[src/hw/rtl/twr_response_ranging_assert.svh]
// ----------------------------------------------------------------------------
// Ranging assertion macros
// Concurrent checks on clk, with and without the synchronous reset as disable.
// ----------------------------------------------------------------------------
`ifndef TWR_RESPONSE_RANGING_ASSERT_SVH
`define TWR_RESPONSE_RANGING_ASSERT_SVH
`ifndef NO_ASSERTIONS
`define TWR_ASSERT(label, prop) \
  label: assert property (@(posedge clk) disable iff (rst) prop) \
    else $error("%m: check failed");
`define TWR_ASSERT_ALWAYS(label, prop) \
  label: assert property (@(posedge clk) prop) \
    else $error("%m: check failed");
`else
`define TWR_ASSERT(label, prop)
`define TWR_ASSERT_ALWAYS(label, prop)
`endif
`endif

[src/hw/rtl/twr_pkg.sv]
// ----------------------------------------------------------------------------
// Ranging package
// Shared widths, codes, register map and controller/datapath interface types.
// ----------------------------------------------------------------------------
package twr_pkg;

  localparam int FRAME_BYTES_DEF  = 20;
  localparam int HEADER_BYTES_DEF = 10;

  localparam int SEQ_POS      = 2;
  localparam int RX_STAMP_POS = 10;
  localparam int TX_STAMP_POS = 14;
  localparam int STAMP_BYTES  = 4;
  localparam int MIN_FRAME    = 18;

  localparam int BYTE_W    = 8;
  localparam int STAMP_W   = 32;
  localparam int INTEG_W   = 21;
  localparam int SEQ_W     = 8;
  localparam int FAIL_W    = 5;
  localparam int DIST_W    = 16;
  localparam int STATUS_W  = 2;
  localparam int S_TDATA_W = 96;
  localparam int M_TDATA_W = 32;
  localparam int CFG_AW    = 4;
  localparam int CFG_DW    = 32;

  // shared multiplier and accumulators
  localparam int MUL_W  = 33;
  localparam int PROD_W = 2 * MUL_W;
  localparam int ACC_W  = 90;
  localparam int DACC_W = 65;

  localparam logic signed [31:0] RATIO_GAIN_RST     = 32'shFD89F3F0;
  localparam logic        [31:0] DISTANCE_SCALE_RST = 32'd1007245000;
  localparam logic [FAIL_W-1:0]  MAX_ATTEMPTS_RST   = 5'd25;

  localparam logic [1:0] REG_RATIO_GAIN     = 2'd0;
  localparam logic [1:0] REG_DISTANCE_SCALE = 2'd1;
  localparam logic [1:0] REG_MAX_ATTEMPTS   = 2'd2;

  typedef enum logic {
    CMD_BYTE    = 1'b0,
    CMD_TIMEOUT = 1'b1
  } cmd_t;

  typedef enum logic [1:0] {
    STATUS_DISTANCE = 2'd0,
    STATUS_MISMATCH = 2'd1,
    STATUS_TIMEOUT  = 2'd2,
    STATUS_GAVE_UP  = 2'd3
  } status_t;

  typedef enum logic [1:0] {
    KIND_OK,
    KIND_MISMATCH,
    KIND_TIMEOUT
  } kind_t;

  typedef enum logic [2:0] {
    MUL_P,
    MUL_C0,
    MUL_C1,
    MUL_D0,
    MUL_D1,
    MUL_D2
  } mul_op_t;

  typedef enum logic [2:0] {
    ACC_HOLD,
    ACC_INIT,
    ACC_ADD_LO,
    ACC_ADD_HI,
    DACC_LOAD,
    DACC_ADD
  } acc_op_t;

  typedef struct packed {
    logic signed [31:0] ratio_gain;
    logic        [31:0] distance_scale;
    logic [FAIL_W-1:0]  max_attempts;
  } cfg_t;

  typedef struct packed {
    logic    byte_we;
    mul_op_t mul_op;
    acc_op_t acc_op;
    logic    result_we;
    kind_t   kind;
  } ctrl_cmd_t;

  typedef struct packed {
    logic frame_good;
  } dp_status_t;

  // response header, sequence byte shown as zero
  function automatic logic [BYTE_W-1:0] resp_header_byte(input logic [3:0] idx);
    logic [BYTE_W-1:0] b;
    case (idx)
      4'd0: b = 8'h41;
      4'd1: b = 8'h88;
      4'd2: b = 8'h00;
      4'd3: b = 8'hCA;
      4'd4: b = 8'hDE;
      4'd5: b = 8'h56;
      4'd6: b = 8'h45;
      4'd7: b = 8'h57;
      4'd8: b = 8'h41;
      4'd9: b = 8'hE1;
      default: b = 8'h00;
    endcase
    return b;
  endfunction

endpackage

[src/hw/rtl/twr_regs.sv]
// ----------------------------------------------------------------------------
// Ranging configuration registers
// APB-style register file: ratio gain, distance scale, attempt limit.
// ----------------------------------------------------------------------------
module twr_regs (
  input  logic                       clk,
  input  logic                       rst,
  input  logic                       psel,
  input  logic                       penable,
  input  logic                       pwrite,
  input  logic [twr_pkg::CFG_AW-1:0] paddr,
  input  logic [twr_pkg::CFG_DW-1:0] pwdata,
  output logic [twr_pkg::CFG_DW-1:0] prdata,
  output logic                       pready,
  output twr_pkg::cfg_t              cfg
);
  import twr_pkg::*;

  logic wr_en;

  assign pready = 1'b1;
  assign wr_en  = psel && penable && pwrite;

  always_ff @(posedge clk) begin
    if (rst) begin
      cfg.ratio_gain     <= RATIO_GAIN_RST;
      cfg.distance_scale <= DISTANCE_SCALE_RST;
      cfg.max_attempts   <= MAX_ATTEMPTS_RST;
    end else if (wr_en) begin
      case (paddr[3:2])
        REG_RATIO_GAIN:     cfg.ratio_gain     <= pwdata;
        REG_DISTANCE_SCALE: cfg.distance_scale <= pwdata;
        REG_MAX_ATTEMPTS:   cfg.max_attempts   <= pwdata[FAIL_W-1:0];
        default: ;
      endcase
    end
  end

  always_comb begin
    case (paddr[3:2])
      REG_RATIO_GAIN:     prdata = cfg.ratio_gain;
      REG_DISTANCE_SCALE: prdata = cfg.distance_scale;
      REG_MAX_ATTEMPTS:   prdata = {{(CFG_DW-FAIL_W){1'b0}}, cfg.max_attempts};
      default:            prdata = '0;
    endcase
  end

endmodule

[src/hw/rtl/twr_dp.sv]
// ----------------------------------------------------------------------------
// Ranging datapath
// Frame byte checker, stamp capture, shared 33x33 multiplier, accumulators,
// attempt bookkeeping and the result register.
// ----------------------------------------------------------------------------
module twr_dp #(
  parameter int FRAME_BYTES  = twr_pkg::FRAME_BYTES_DEF,
  parameter int HEADER_BYTES = twr_pkg::HEADER_BYTES_DEF
) (
  input  logic                          clk,
  input  logic                          rst,
  input  twr_pkg::cfg_t                 cfg,
  input  twr_pkg::ctrl_cmd_t            cmd,
  input  logic [twr_pkg::S_TDATA_W-1:0] in_data,
  output twr_pkg::dp_status_t           status,
  output logic [twr_pkg::M_TDATA_W-1:0] res_data,
  output logic [twr_pkg::STATUS_W-1:0]  res_status
);
  import twr_pkg::*;

  localparam int IDX_W = $clog2(FRAME_BYTES + 1);

  logic [BYTE_W-1:0]         rx_byte;
  logic [STAMP_W-1:0]        poll_tx_time;
  logic [STAMP_W-1:0]        resp_rx_time;
  logic signed [INTEG_W-1:0] carrier_integrator;

  logic [IDX_W-1:0]          byte_index;
  logic                      header_ok;
  logic                      overlong;
  logic [STAMP_W-1:0]        remote_rx_stamp;
  logic [STAMP_W-1:0]        remote_tx_stamp;
  logic [SEQ_W-1:0]          seq_counter;
  logic [FAIL_W-1:0]         fail_count;

  logic [STAMP_W-1:0]        ri;
  logic signed [INTEG_W-1:0] integ;
  logic [INTEG_W-1:0]        p_hi;
  logic [STAMP_W-1:0]        rr;
  logic [STAMP_W:0]          t;

  logic signed [MUL_W-1:0]   mul_a;
  logic signed [MUL_W-1:0]   mul_b;
  logic signed [PROD_W-1:0]  prod;
  logic [ACC_W-1:0]          acc;
  logic [DACC_W-1:0]         dacc;

  logic [FAIL_W-1:0]         fail_inc;
  logic                      give_up;
  logic [STATUS_W-1:0]       out_status;
  logic [DIST_W-1:0]         out_dist;
  logic                      out_clamped;
  logic [SEQ_W-1:0]          out_seq;

  assign rx_byte            = in_data[7:0];
  assign poll_tx_time       = in_data[39:8];
  assign resp_rx_time       = in_data[71:40];
  assign carrier_integrator = in_data[92:72];

  assign rr = remote_tx_stamp - remote_rx_stamp;
  assign t  = {ri[STAMP_W-1], ri} - {rr[STAMP_W-1], rr};

  assign status.frame_good = header_ok && !overlong && (byte_index >= IDX_W'(MIN_FRAME));

  assign fail_inc = fail_count + 1'b1;
  assign give_up  = (fail_inc >= cfg.max_attempts) || (fail_inc == '0);

  // operand select for the shared multiplier
  always_comb begin
    case (cmd.mul_op)
      MUL_P: begin
        mul_a = {{(MUL_W-INTEG_W){integ[INTEG_W-1]}}, integ};
        mul_b = {cfg.ratio_gain[31], cfg.ratio_gain};
      end
      MUL_C0: begin
        mul_a = {rr[STAMP_W-1], rr};
        mul_b = {1'b0, prod[31:0]};
      end
      MUL_C1: begin
        mul_a = {rr[STAMP_W-1], rr};
        mul_b = {{(MUL_W-INTEG_W){p_hi[INTEG_W-1]}}, p_hi};
      end
      MUL_D0: begin
        mul_a = {1'b0, acc[31:0]};
        mul_b = {1'b0, cfg.distance_scale};
      end
      MUL_D1: begin
        mul_a = {1'b0, acc[63:32]};
        mul_b = {1'b0, cfg.distance_scale};
      end
      MUL_D2: begin
        mul_a = {7'd0, acc[ACC_W-1:64]};
        mul_b = {1'b0, cfg.distance_scale};
      end
      default: begin
        mul_a = '0;
        mul_b = '0;
      end
    endcase
  end

  always_ff @(posedge clk) begin
    prod <= mul_a * mul_b;
    if (cmd.mul_op == MUL_C0) begin
      p_hi <= prod[52:32];
    end
    case (cmd.acc_op)
      ACC_INIT:   acc  <= {t[STAMP_W], t, 56'd0};
      ACC_ADD_LO: acc  <= acc + {{(ACC_W-PROD_W){prod[PROD_W-1]}}, prod};
      ACC_ADD_HI: acc  <= acc + {prod[57:0], 32'd0};
      DACC_LOAD:  dacc <= {1'b0, prod[63:0]};
      // fold in the next partial product, shifting the running sum one word down
      DACC_ADD:   dacc <= {32'd0, dacc[DACC_W-1:32]} + {1'b0, prod[63:0]};
      default: ;
    endcase
    if (cmd.byte_we) begin
      ri    <= resp_rx_time - poll_tx_time;
      integ <= carrier_integrator;
    end
  end

  always_ff @(posedge clk) begin
    if (rst) begin
      byte_index      <= '0;
      header_ok       <= 1'b1;
      overlong        <= 1'b0;
      remote_rx_stamp <= '0;
      remote_tx_stamp <= '0;
      seq_counter     <= '0;
      fail_count      <= '0;
    end else if (cmd.result_we) begin
      byte_index      <= '0;
      header_ok       <= 1'b1;
      overlong        <= 1'b0;
      remote_rx_stamp <= '0;
      remote_tx_stamp <= '0;
      seq_counter     <= seq_counter + 1'b1;
      if (cmd.kind == KIND_OK) begin
        fail_count <= '0;
      end else begin
        fail_count <= give_up ? '0 : fail_inc;
      end
    end else if (cmd.byte_we) begin
      if (byte_index >= IDX_W'(FRAME_BYTES)) begin
        overlong <= 1'b1;
      end else begin
        if ((byte_index < IDX_W'(HEADER_BYTES)) && (byte_index != IDX_W'(SEQ_POS)) &&
            (rx_byte != resp_header_byte(byte_index[3:0]))) begin
          header_ok <= 1'b0;
        end
        for (int k = 0; k < STAMP_BYTES; k++) begin
          if (byte_index == IDX_W'(RX_STAMP_POS + k)) begin
            remote_rx_stamp[8*k +: 8] <= rx_byte;
          end
          if (byte_index == IDX_W'(TX_STAMP_POS + k)) begin
            remote_tx_stamp[8*k +: 8] <= rx_byte;
          end
        end
        byte_index <= byte_index + 1'b1;
      end
    end
  end

  // result register
  always_ff @(posedge clk) begin
    if (cmd.result_we) begin
      out_seq <= seq_counter;
      if (cmd.kind == KIND_OK) begin
        out_status <= STATUS_DISTANCE;
        if (acc[ACC_W-1]) begin
          out_dist    <= '0;
          out_clamped <= 1'b1;
        end else if (|dacc[DACC_W-1:40]) begin
          out_dist    <= '1;
          out_clamped <= 1'b1;
        end else begin
          out_dist    <= dacc[39:24];
          out_clamped <= 1'b0;
        end
      end else begin
        out_dist    <= '0;
        out_clamped <= 1'b0;
        if (give_up) begin
          out_status <= STATUS_GAVE_UP;
        end else if (cmd.kind == KIND_TIMEOUT) begin
          out_status <= STATUS_TIMEOUT;
        end else begin
          out_status <= STATUS_MISMATCH;
        end
      end
    end
  end

  assign res_data   = {7'd0, out_seq, out_clamped, out_dist};
  assign res_status = out_status;

endmodule

[src/hw/rtl/twr_ctrl.sv]
// ----------------------------------------------------------------------------
// Ranging controller
// Sequences byte intake, the distance calculation and the result handoff.
// ----------------------------------------------------------------------------
`include "twr_response_ranging_assert.svh"

module twr_ctrl (
  input  logic                clk,
  input  logic                rst,
  input  logic                s_tvalid,
  output logic                s_tready,
  input  logic                s_tuser,
  input  logic                s_tlast,
  output logic                m_tvalid,
  input  logic                m_tready,
  input  twr_pkg::dp_status_t status,
  output twr_pkg::ctrl_cmd_t  cmd
);
  import twr_pkg::*;

  typedef enum logic [3:0] {
    ST_IDLE,
    ST_P,
    ST_C0,
    ST_C1,
    ST_A1,
    ST_D0,
    ST_D1,
    ST_D2,
    ST_DF,
    ST_RES
  } state_t;

  state_t state;
  kind_t  kind;
  logic   in_acc;
  logic   out_free;

  assign s_tready = (state == ST_IDLE);
  assign in_acc   = s_tvalid && s_tready;
  assign out_free = !m_tvalid || m_tready;

  always_comb begin
    cmd.byte_we   = 1'b0;
    cmd.mul_op    = MUL_P;
    cmd.acc_op    = ACC_HOLD;
    cmd.result_we = 1'b0;
    cmd.kind      = kind;
    case (state)
      ST_IDLE: cmd.byte_we = in_acc && (s_tuser == CMD_BYTE);
      ST_P:    cmd.acc_op  = ACC_INIT;
      ST_C0:   cmd.mul_op  = MUL_C0;
      ST_C1: begin
        cmd.mul_op = MUL_C1;
        cmd.acc_op = ACC_ADD_LO;
      end
      ST_A1:   cmd.acc_op  = ACC_ADD_HI;
      ST_D0:   cmd.mul_op  = MUL_D0;
      ST_D1: begin
        cmd.mul_op = MUL_D1;
        cmd.acc_op = DACC_LOAD;
      end
      ST_D2: begin
        cmd.mul_op = MUL_D2;
        cmd.acc_op = DACC_ADD;
      end
      ST_DF:   cmd.acc_op    = DACC_ADD;
      ST_RES:  cmd.result_we = out_free;
      default: ;
    endcase
  end

  always_ff @(posedge clk) begin
    if (rst) begin
      state    <= ST_IDLE;
      kind     <= KIND_OK;
      m_tvalid <= 1'b0;
    end else begin
      if (cmd.result_we) begin
        m_tvalid <= 1'b1;
      end else if (m_tready) begin
        m_tvalid <= 1'b0;
      end
      case (state)
        ST_IDLE: begin
          if (in_acc) begin
            if (s_tuser == CMD_TIMEOUT) begin
              kind  <= KIND_TIMEOUT;
              state <= ST_RES;
            end else if (s_tlast) begin
              kind  <= KIND_OK;
              state <= ST_P;
            end
          end
        end
        ST_P: begin
          if (status.frame_good) begin
            state <= ST_C0;
          end else begin
            kind  <= KIND_MISMATCH;
            state <= ST_RES;
          end
        end
        ST_C0: state <= ST_C1;
        ST_C1: state <= ST_A1;
        ST_A1: state <= ST_D0;
        ST_D0: state <= ST_D1;
        ST_D1: state <= ST_D2;
        ST_D2: state <= ST_DF;
        ST_DF: state <= ST_RES;
        ST_RES: begin
          if (out_free) begin
            state <= ST_IDLE;
          end
        end
        default: state <= ST_IDLE;
      endcase
    end
  end

  `TWR_ASSERT_ALWAYS(a_reset_idle, rst |=> (state == ST_IDLE && !m_tvalid))
  `TWR_ASSERT(a_result_from_res, $rose(m_tvalid) |-> $past(state == ST_RES))
  `TWR_ASSERT(a_last_starts_calc, (in_acc && s_tuser == CMD_BYTE && s_tlast) |=> state == ST_P)
  `TWR_ASSERT(a_timeout_reports, (in_acc && s_tuser == CMD_TIMEOUT) |=> state == ST_RES)

endmodule

[src/hw/rtl/twr_response_ranging.sv]
// ----------------------------------------------------------------------------
// Two-way ranging response checker, initiator side
// Checks response frames byte by byte and turns the stamps into a distance.
// ----------------------------------------------------------------------------
// Input stream: one item per frame byte (s_tuser = 0) or one timeout/error
// item (s_tuser = 1). s_tlast marks the final byte; the poll and response
// times and the carrier integrator are sampled with that byte.
// Output stream: one result per ended attempt (last byte or timeout), with
// the status code in m_tuser and distance, clamp flag and poll sequence in
// m_tdata.
// Ordinary bytes are taken one per cycle while the controller is idle.
// After the last byte of a good frame the shared 33x33 multiplier runs six
// products in sequence before the result register loads; a bad frame skips
// them, as does a timeout. No new item is taken while a calculation runs.
// The result sits in an output register: bytes keep flowing while it waits,
// but the next result holds until m_tready takes the current one.
// Reset restores the register defaults, zeroes the sequence and fail count
// and starts a fresh frame; no clearing pass is needed. The user must write
// configuration over the APB-style port while the block is idle, unenforced.
// ----------------------------------------------------------------------------
module twr_response_ranging #(
  parameter int FRAME_BYTES  = twr_pkg::FRAME_BYTES_DEF,
  parameter int HEADER_BYTES = twr_pkg::HEADER_BYTES_DEF
) (
  input  logic                          clk,
  input  logic                          rst,
  input  logic                          s_tvalid,
  output logic                          s_tready,
  // rx_byte[7:0], poll_tx_time[39:8], resp_rx_time[71:40],
  // carrier_integrator[92:72], zero pad
  input  logic [twr_pkg::S_TDATA_W-1:0] s_tdata,
  // cmd
  input  logic                          s_tuser,
  input  logic                          s_tlast,
  output logic                          m_tvalid,
  input  logic                          m_tready,
  // range_cm[15:0], clamped[16], poll_seq[24:17], zero pad
  output logic [twr_pkg::M_TDATA_W-1:0] m_tdata,
  // status
  output logic [twr_pkg::STATUS_W-1:0]  m_tuser,
  input  logic                          psel,
  input  logic                          penable,
  input  logic                          pwrite,
  input  logic [twr_pkg::CFG_AW-1:0]    paddr,
  input  logic [twr_pkg::CFG_DW-1:0]    pwdata,
  output logic [twr_pkg::CFG_DW-1:0]    prdata,
  output logic                          pready
);
  import twr_pkg::*;

  cfg_t       cfg;
  ctrl_cmd_t  cmd;
  dp_status_t dp_status;

  twr_regs u_regs (
    .clk     (clk),
    .rst     (rst),
    .psel    (psel),
    .penable (penable),
    .pwrite  (pwrite),
    .paddr   (paddr),
    .pwdata  (pwdata),
    .prdata  (prdata),
    .pready  (pready),
    .cfg     (cfg)
  );

  twr_ctrl u_ctrl (
    .clk      (clk),
    .rst      (rst),
    .s_tvalid (s_tvalid),
    .s_tready (s_tready),
    .s_tuser  (s_tuser),
    .s_tlast  (s_tlast),
    .m_tvalid (m_tvalid),
    .m_tready (m_tready),
    .status   (dp_status),
    .cmd      (cmd)
  );

  twr_dp #(
    .FRAME_BYTES  (FRAME_BYTES),
    .HEADER_BYTES (HEADER_BYTES)
  ) u_dp (
    .clk        (clk),
    .rst        (rst),
    .cfg        (cfg),
    .cmd        (cmd),
    .in_data    (s_tdata),
    .status     (dp_status),
    .res_data   (m_tdata),
    .res_status (m_tuser)
  );

endmodule
[config.mk]
export PLATFORM = sky130hd
export DESIGN_NAME = twr_response_ranging
export DESIGN_NICKNAME = d
export VERILOG_FILES = /design/src/hw/rtl/twr_pkg.sv /design/src/hw/rtl/twr_regs.sv /design/src/hw/rtl/twr_dp.sv /design/src/hw/rtl/twr_ctrl.sv /design/src/hw/rtl/twr_response_ranging.sv
export VERILOG_INCLUDE_DIRS = /design/src /design/src/hw/rtl
export SDC_FILE = /design/constraint.sdc
export NUM_CORES = 2
export LEC_CHECK = 0
export BUFFER_PORTS_ARGS = -buffer_cell sky130_fd_sc_hd__buf_2
export CAP_MARGIN = 0
export CORE_UTILIZATION = 55
export CTS_CLUSTER_SIZE = 16
export DETAILED_ROUTE_END_ITERATION = 6
export PLACE_DENSITY = 0.72
export SLEW_MARGIN = 30
export SYNTH_ARGS = -nofsm -noshare
export SYNTH_HDL_FRONTEND = slang
export SYNTH_SLANG_ARGS = --single-unit
[constraint.sdc]
create_clock -name clk -period 9.35 [get_ports clk]
set_input_delay 0.935 -clock clk [delete_from_list [all_inputs] [get_ports clk]]
set_output_delay 0.935 -clock clk [all_outputs]
set_load 0.005 [all_outputs]
* Word-level counts from Yosys, hierarchy flattened *
Memories as Yosys holds them, arrays and structs flattened. A register that Yosys moved wholly into a read port is not among the register bits.
Cells that the tools add are included.

operators by class
  multiplexer cells = 35
  $add $sub $neg = 9
  multiply operators = 1
  reduce and logical (&&, ||, !) cells = 43
  bitwise gates (word level) = 3
  equality and inequality tests = 36
  $lt $le $gt $ge = 4

operators by type and width
  cell                                           count
  one-hot mux 90 bit (3 select lines)            1
  adder 90 bit                                   2
  one-hot mux 33 bit (5 select lines)            1
  one-hot mux 33 bit (4 select lines)            1
  one-hot mux 65 bit (2 select lines)            1
  one-hot mux 32 bit (3 select lines)            1
  multiplier 33 x 33 -> 66 bit                   1
  adder 33 x 64 -> 65 bit                        1
  subtractor 32 bit                              2
  one-hot mux 4 bit (10 select lines)            1
  subtractor 32 x 32 -> 33 bit                   1
  2-to-1 mux 8 bit                               4
  == test 5 x 4 -> 1 bit, second input constant  6
  one-hot mux 3 bit (5 select lines)             2
  AND reduction 3 bit                            10
  2-to-1 mux 4 bit                               7
  OR reduction 25 bit                            1
  == test 4 x 3 -> 1 bit, second input constant  4
  2-to-1 mux 16 bit                              1
  == test 3 x 2 -> 1 bit, second input constant  4
  == test 3 bit, second input constant           4
  2-to-1 mux 2 bit                               6
  adder 5 x 1 -> 5 bit, second input constant    2
  == test 5 bit, second input constant           2
  other kinds (32)                               65

storage, ports and cells
  memories = 1
  bits in read-only memories = 128
  bits in registers = 482
  output and inout bits = 69

memory list
  memory            words  bits a word  read ports  clocked after memory_dff  wr ports  line           source
  (name not given)  16     8            1           1                         0         twr_pkg.sv:99  case (idx)

* Longest topological paths before layout *
  depth in word-level cells = 10
  mapped depth = 44
  mapped depth without buffers = 41

* Cells and area by module *
A second synthesis with hierarchy kept.

second synthesis, totals
  cells, all modules = 8,034
  area, all modules = 71,259.6 sq um

modules (own cells, without submodules)
  module    cells an instance  times used  area an instance (sq um)  seq. area each (sq um)
  twr_dp    7,620              1           67,483.5                  10,129.7
  twr_regs  357                1           3,315.7                   1,381.3
  twr_ctrl  57                 1           460.4                     140.1

* Worst setup path before layout *
No wires, ideal clock.

  path kind = reg-to-reg
  from = reg u_dp.remote_rx_stamp[26]
  to = reg u_dp.prod[65]
  path buffers = 5
  setup slack = -0.526 ns
  library setup time = 0.072 ns
  stages on the path, launching flop included = 40
  data arrival time = 9.803 ns
  clock period less this slack = 9.876 ns
  required time = 9.278 ns
  cells stage by stage = dfxtp_1 -> inv_1 -> ha_1 -> clkbuf_1 -> o21a_1 -> o21ai_0 -> inv_1 -> o31ai_1 -> nand2b_1 -> a221o_1 -> a21o_1 -> nor4_1 -> a211o_1 -> buf_2 -> buf_2 -> nand2_1 -> fa_1 -> inv_1 -> (+4 left out) -> fa_1 -> fa_1 -> inv_1 -> fa_1 -> inv_1 -> ha_1 -> clkbuf_1 -> and4_1 -> clkbuf_1 -> nor2b_1 -> o21ai_0 -> a31oi_1 -> o32ai_2 -> o211ai_2 -> a311oi_2 -> o21ai_1 -> a21oi_1 -> xnor2_1

between the ends
  word-level cells in the longest chain between the ends = 3

ends and longest elaborated chain
  element                              line           source
  start: declaration                   twr_dp.sv:31   logic [STAMP_W-1:0] remote_rx_stamp;
  start signal: indexed assignment     twr_dp.sv:153  remote_rx_stamp[8*k +: 8] <= rx_byte;
  subtractor 32 bit                    twr_dp.sv:60   assign rr = remote_tx_stamp - remote_rx_stamp;
  one-hot mux 33 bit (5 select lines)  twr_dp.sv:70   case (cmd.mul_op)
  multiplier 33 x 33 -> 66 bit         twr_dp.sv:103  prod <= mul_a * mul_b;
  end signal: assignment               twr_dp.sv:103
  end: declaration                     twr_dp.sv:44   logic signed [PROD_W-1:0] prod;

No other way between the ends.
A chain may end at the register's enable or synchronous reset.

* Worst setup path in the final report *
  from = reg u_dp.remote_tx_stamp[0]
  to = reg u_dp.prod[57]

between the ends
  word-level cells in the longest chain between the ends = 3

ends and longest elaborated chain
  element                              line           source
  start: declaration                   twr_dp.sv:32   logic [STAMP_W-1:0] remote_tx_stamp;
  start signal: indexed assignment     twr_dp.sv:156  remote_tx_stamp[8*k +: 8] <= rx_byte;
  subtractor 32 bit                    twr_dp.sv:60
  one-hot mux 33 bit (5 select lines)  twr_dp.sv:70
  multiplier 33 x 33 -> 66 bit         twr_dp.sv:103

No other way between the ends.

==> flow_summary.ini <==
[yosys]
avgSynthCellArea_um2 = 8.79
synthTopCellsByCount = inv_1 (1,294), fa_1 (1,150), nand2_1 (1,020), nor2_1 (695), a21oi_1 (556)
synth_ff_type = dfxtp_1
yosys-top-cells-area = fa_1 (32%), edfxtp_1 (9.7%), ha_1 (8.8%)
synth-async-reset-ratio_pct = 0
syn-cell-area_um2 = 71600
yosysUniqueCellTypes = 98
ys_seq_area_share_pct = 16.3
synth_top_area_share_pct = 32.1
syn-instance-count = 8147
synth_top_area_cell = fa_1
ys.warnings.count = 0
yosys_register_bits = 466
yosysMostFrequentCell = inv_1
synth_edf_count = 232

[setup_path]
crit_type = reg2reg
max_stage_delay_ns = 0.58
cp.arrival_ns = 10.48
required_ns = 9.89
crit_path_top_delay_cell = fa_2
reg2regPathDepth = 41
r2r_slack_ns = -0.59
cp.buffers_inverters = 10
crit_start = u_dp.remote_tx_stamp[0]
cp-end-kind = register
path_max_fanout = 8
critPathLaunchType = register
path_delay_family = adder cells
reg2reg_to = u_dp.prod[57]
crit_top_cell = fa_2
r2r-start = u_dp.remote_tx_stamp[0]

[global_route]
grt_use_total_pct = 44.7
grt_max_degree = 88
grt.overflow.total = 0
antenna_found_initial = 17
grt_pass1_wl_um = 426000
grt_pass1_vias = 65900

[detailed_routing]
vias_per_cell = 6.14
num_vias = 66500
post_drt_wl_per_cell_um = 27.3
finalWirelength_um = 296000
drc = 13
first_pass_iters = 7
postRouteAntennaNets = 0
dr.first_iter.drc_count = 7724

[layout]
fill_cells = 10500
final_layout_size_suffix_gt1_share_pct = 19.0
syn2layout_area_growth_pct = 21.1
final_util_pct = 67.1
finalNetCount = 10800

[die]
die_h_um = 363
initial_core_util_pct = 55.4
fp.coreArea_um2 = 129000
io_pins = 210
num_rows = 132
die_w_um = 363
die-area_um2 = 132000

[place]
dp_hpwl_um = 244000
portBuffers = 196
gp_congestion = 1.08

[cts]
cts-root-buf = clkbuf_16
clk_latency_ns = 0.66
cts_sinks = 466
cts_tree = yes
path_clk_slew_ns = 0.07
cts_buffers = 49
hold_buffers = 0
cts.path.max_buffers = 3
htree_num_levels = 2

[hold_path]
worstHoldEndpoint = u_dp.remote_rx_stamp[14]
hold_depth = 2
min_from = u_dp.remote_rx_stamp[14]
hp-class = reg2reg

[outcome]
outcome = finished, violations left
violations = design-rule violations, negative setup slack

[sta]
period_needed_ns = 9.94
fin_ws_ns = -0.585
worst_pin_slew_ns = 1.08
hold_viol = 0
finalSetupViolations = 22
slew_viol_final = 0
rsz0062_at_grt = true
fin_crit_sh_pct = 106
fin_tns_setup_ns = -7.91
max_freq_mhz = 101
timing.slew.headroom_pct = 27.5
skew_ns = 0.0307

[run]
maxCapViolations = 0
-- sequential cells by signal, indices dropped and copies added, names as in the netlist, 8 cells and up, named ones only --
| register | flops |
|---|---|
| u_dp.acc | 90 |
| u_dp.dacc | 41 |
| u_dp.integ | 21 |
| u_dp.out_dist | 16 |
| u_dp.out_seq | 8 |
| u_dp.p_hi | 21 |
| u_dp.prod | 66 |
| u_dp.remote_rx_stamp | 32 |
| u_dp.remote_tx_stamp | 32 |
| u_dp.ri | 32 |
| u_dp.seq_counter | 8 |
| u_regs.cfg | 69 |
-- routing by layer --
metal | share of wire [%] | routed length [um] | track usage, %
met5 | 0.024 | 71 | 0
met4 | 8.7 | 25700 | 31.8
met3 | 12 | 34800 | 10.1
met1 | 37 | 110000 | 58.6
met2 | 42 | 125000 | 65.2
-- layout by cell type, fill, tap and decap left out, types with 34 or more instances in the layout --
cell type / n
nor3_1: 54
buf_6: 42
clkbuf_16: 55
fa_2: 51
nand3_1: 128
xor2_1: 107
a21o_1: 153
inv_2: 41
buf_4: 827
inv_1: 1253
nand2b_1: 41
nand2_1: 1001
edfxtp_1: 232
nand3b_1: 46
a21oi_2: 37
o21ai_1: 37
o21ai_0: 272
mux2i_1: 61
o21a_1: 60
a21oi_1: 513
o211ai_1: 41
fa_1: 1099
ha_1: 483
a22oi_1: 39
xnor2_1: 202
a221o_1: 34
dfxtp_1: 227
nand4_1: 82
o21bai_1: 55
and2_1: 40
buf_12: 140
and3_1: 70
nor2_1: 676
buf_2: 196
o22ai_1: 34
-- repair_timing --
item                       CTS  global route
gates cloned                 2             2
setup endpoints to repair   39            37
gates resized for setup    246           190
hold endpoints to repair     0             0
setup buffers               58            48
pin swaps                  219           148
-- layout make-up --
| type | count | area [um^2] | area share [%] |
|---|---|---|---|
| multi-input cells | 6001 | 55600 | 64.1 |
| flip-flops and latches | 466 | 11700 | 13.4 |
| repair buffers | 1217 | 10700 | 12.4 |
| diodes | 7 | 17.5 | 0.0202 |
| clock inverters | 25 | 313 | 0.361 |
| well taps | 1742 | 2180 | 2.51 |
| clock buffers | 67 | 1430 | 1.65 |
| inverters | 1294 | 4860 | 5.60 |
-- cell families after synthesis --
logic type / synth area share (%)
muxes: 0.945
buffers and inverters: 8.99
DFF: 16.3
adders and majority gates: 41.0
AOI/OAI and AO/OA: 14.7
and+or+nand+nor: 14.1
xor gates and xnor gates: 4.00
other: 0.0105
-- per-stage QoR --
| stage | cells | worst slack, ns | hold slack, ns | instance area (um^2) |
|---|---|---|---|---|
| after floorplan | 8153 | 0.000385 | 0.428 | 71700 |
| after global placement | 10600 | -1.38 | 0.439 | 82300 |
| after detailed placement | 10600 | -1.05 | 0.447 | 82300 |
| after CTS | 10800 | -0.452 | 0.451 | 85500 |
| after global routing | 10800 | -0.819 | 0.455 | 86700 |
| final | 10800 | -0.585 | 0.454 | 86700 |
-- tightest hold or removal path, stage by stage (launching register included) --
cell     delay (ns)
dfxtp_1        0.31
nand2_1        0.05
a21oi_1        0.05
-- worst max path at each step --
stage / to / depth (start not counted)
final: u_dp.prod[57] / 41
after global routing: u_dp.prod[62] / 42
after CTS: u_dp.prod[62] / 43
after detailed placement: u_dp.prod[41] / 42
after global placement: u_dp.prod[41] / 42
after floorplan: u_dp.prod[65] / 40
Power is not shown: default switching activity piles up to over one toggle a cycle in this logic, so the estimate is an artifact.
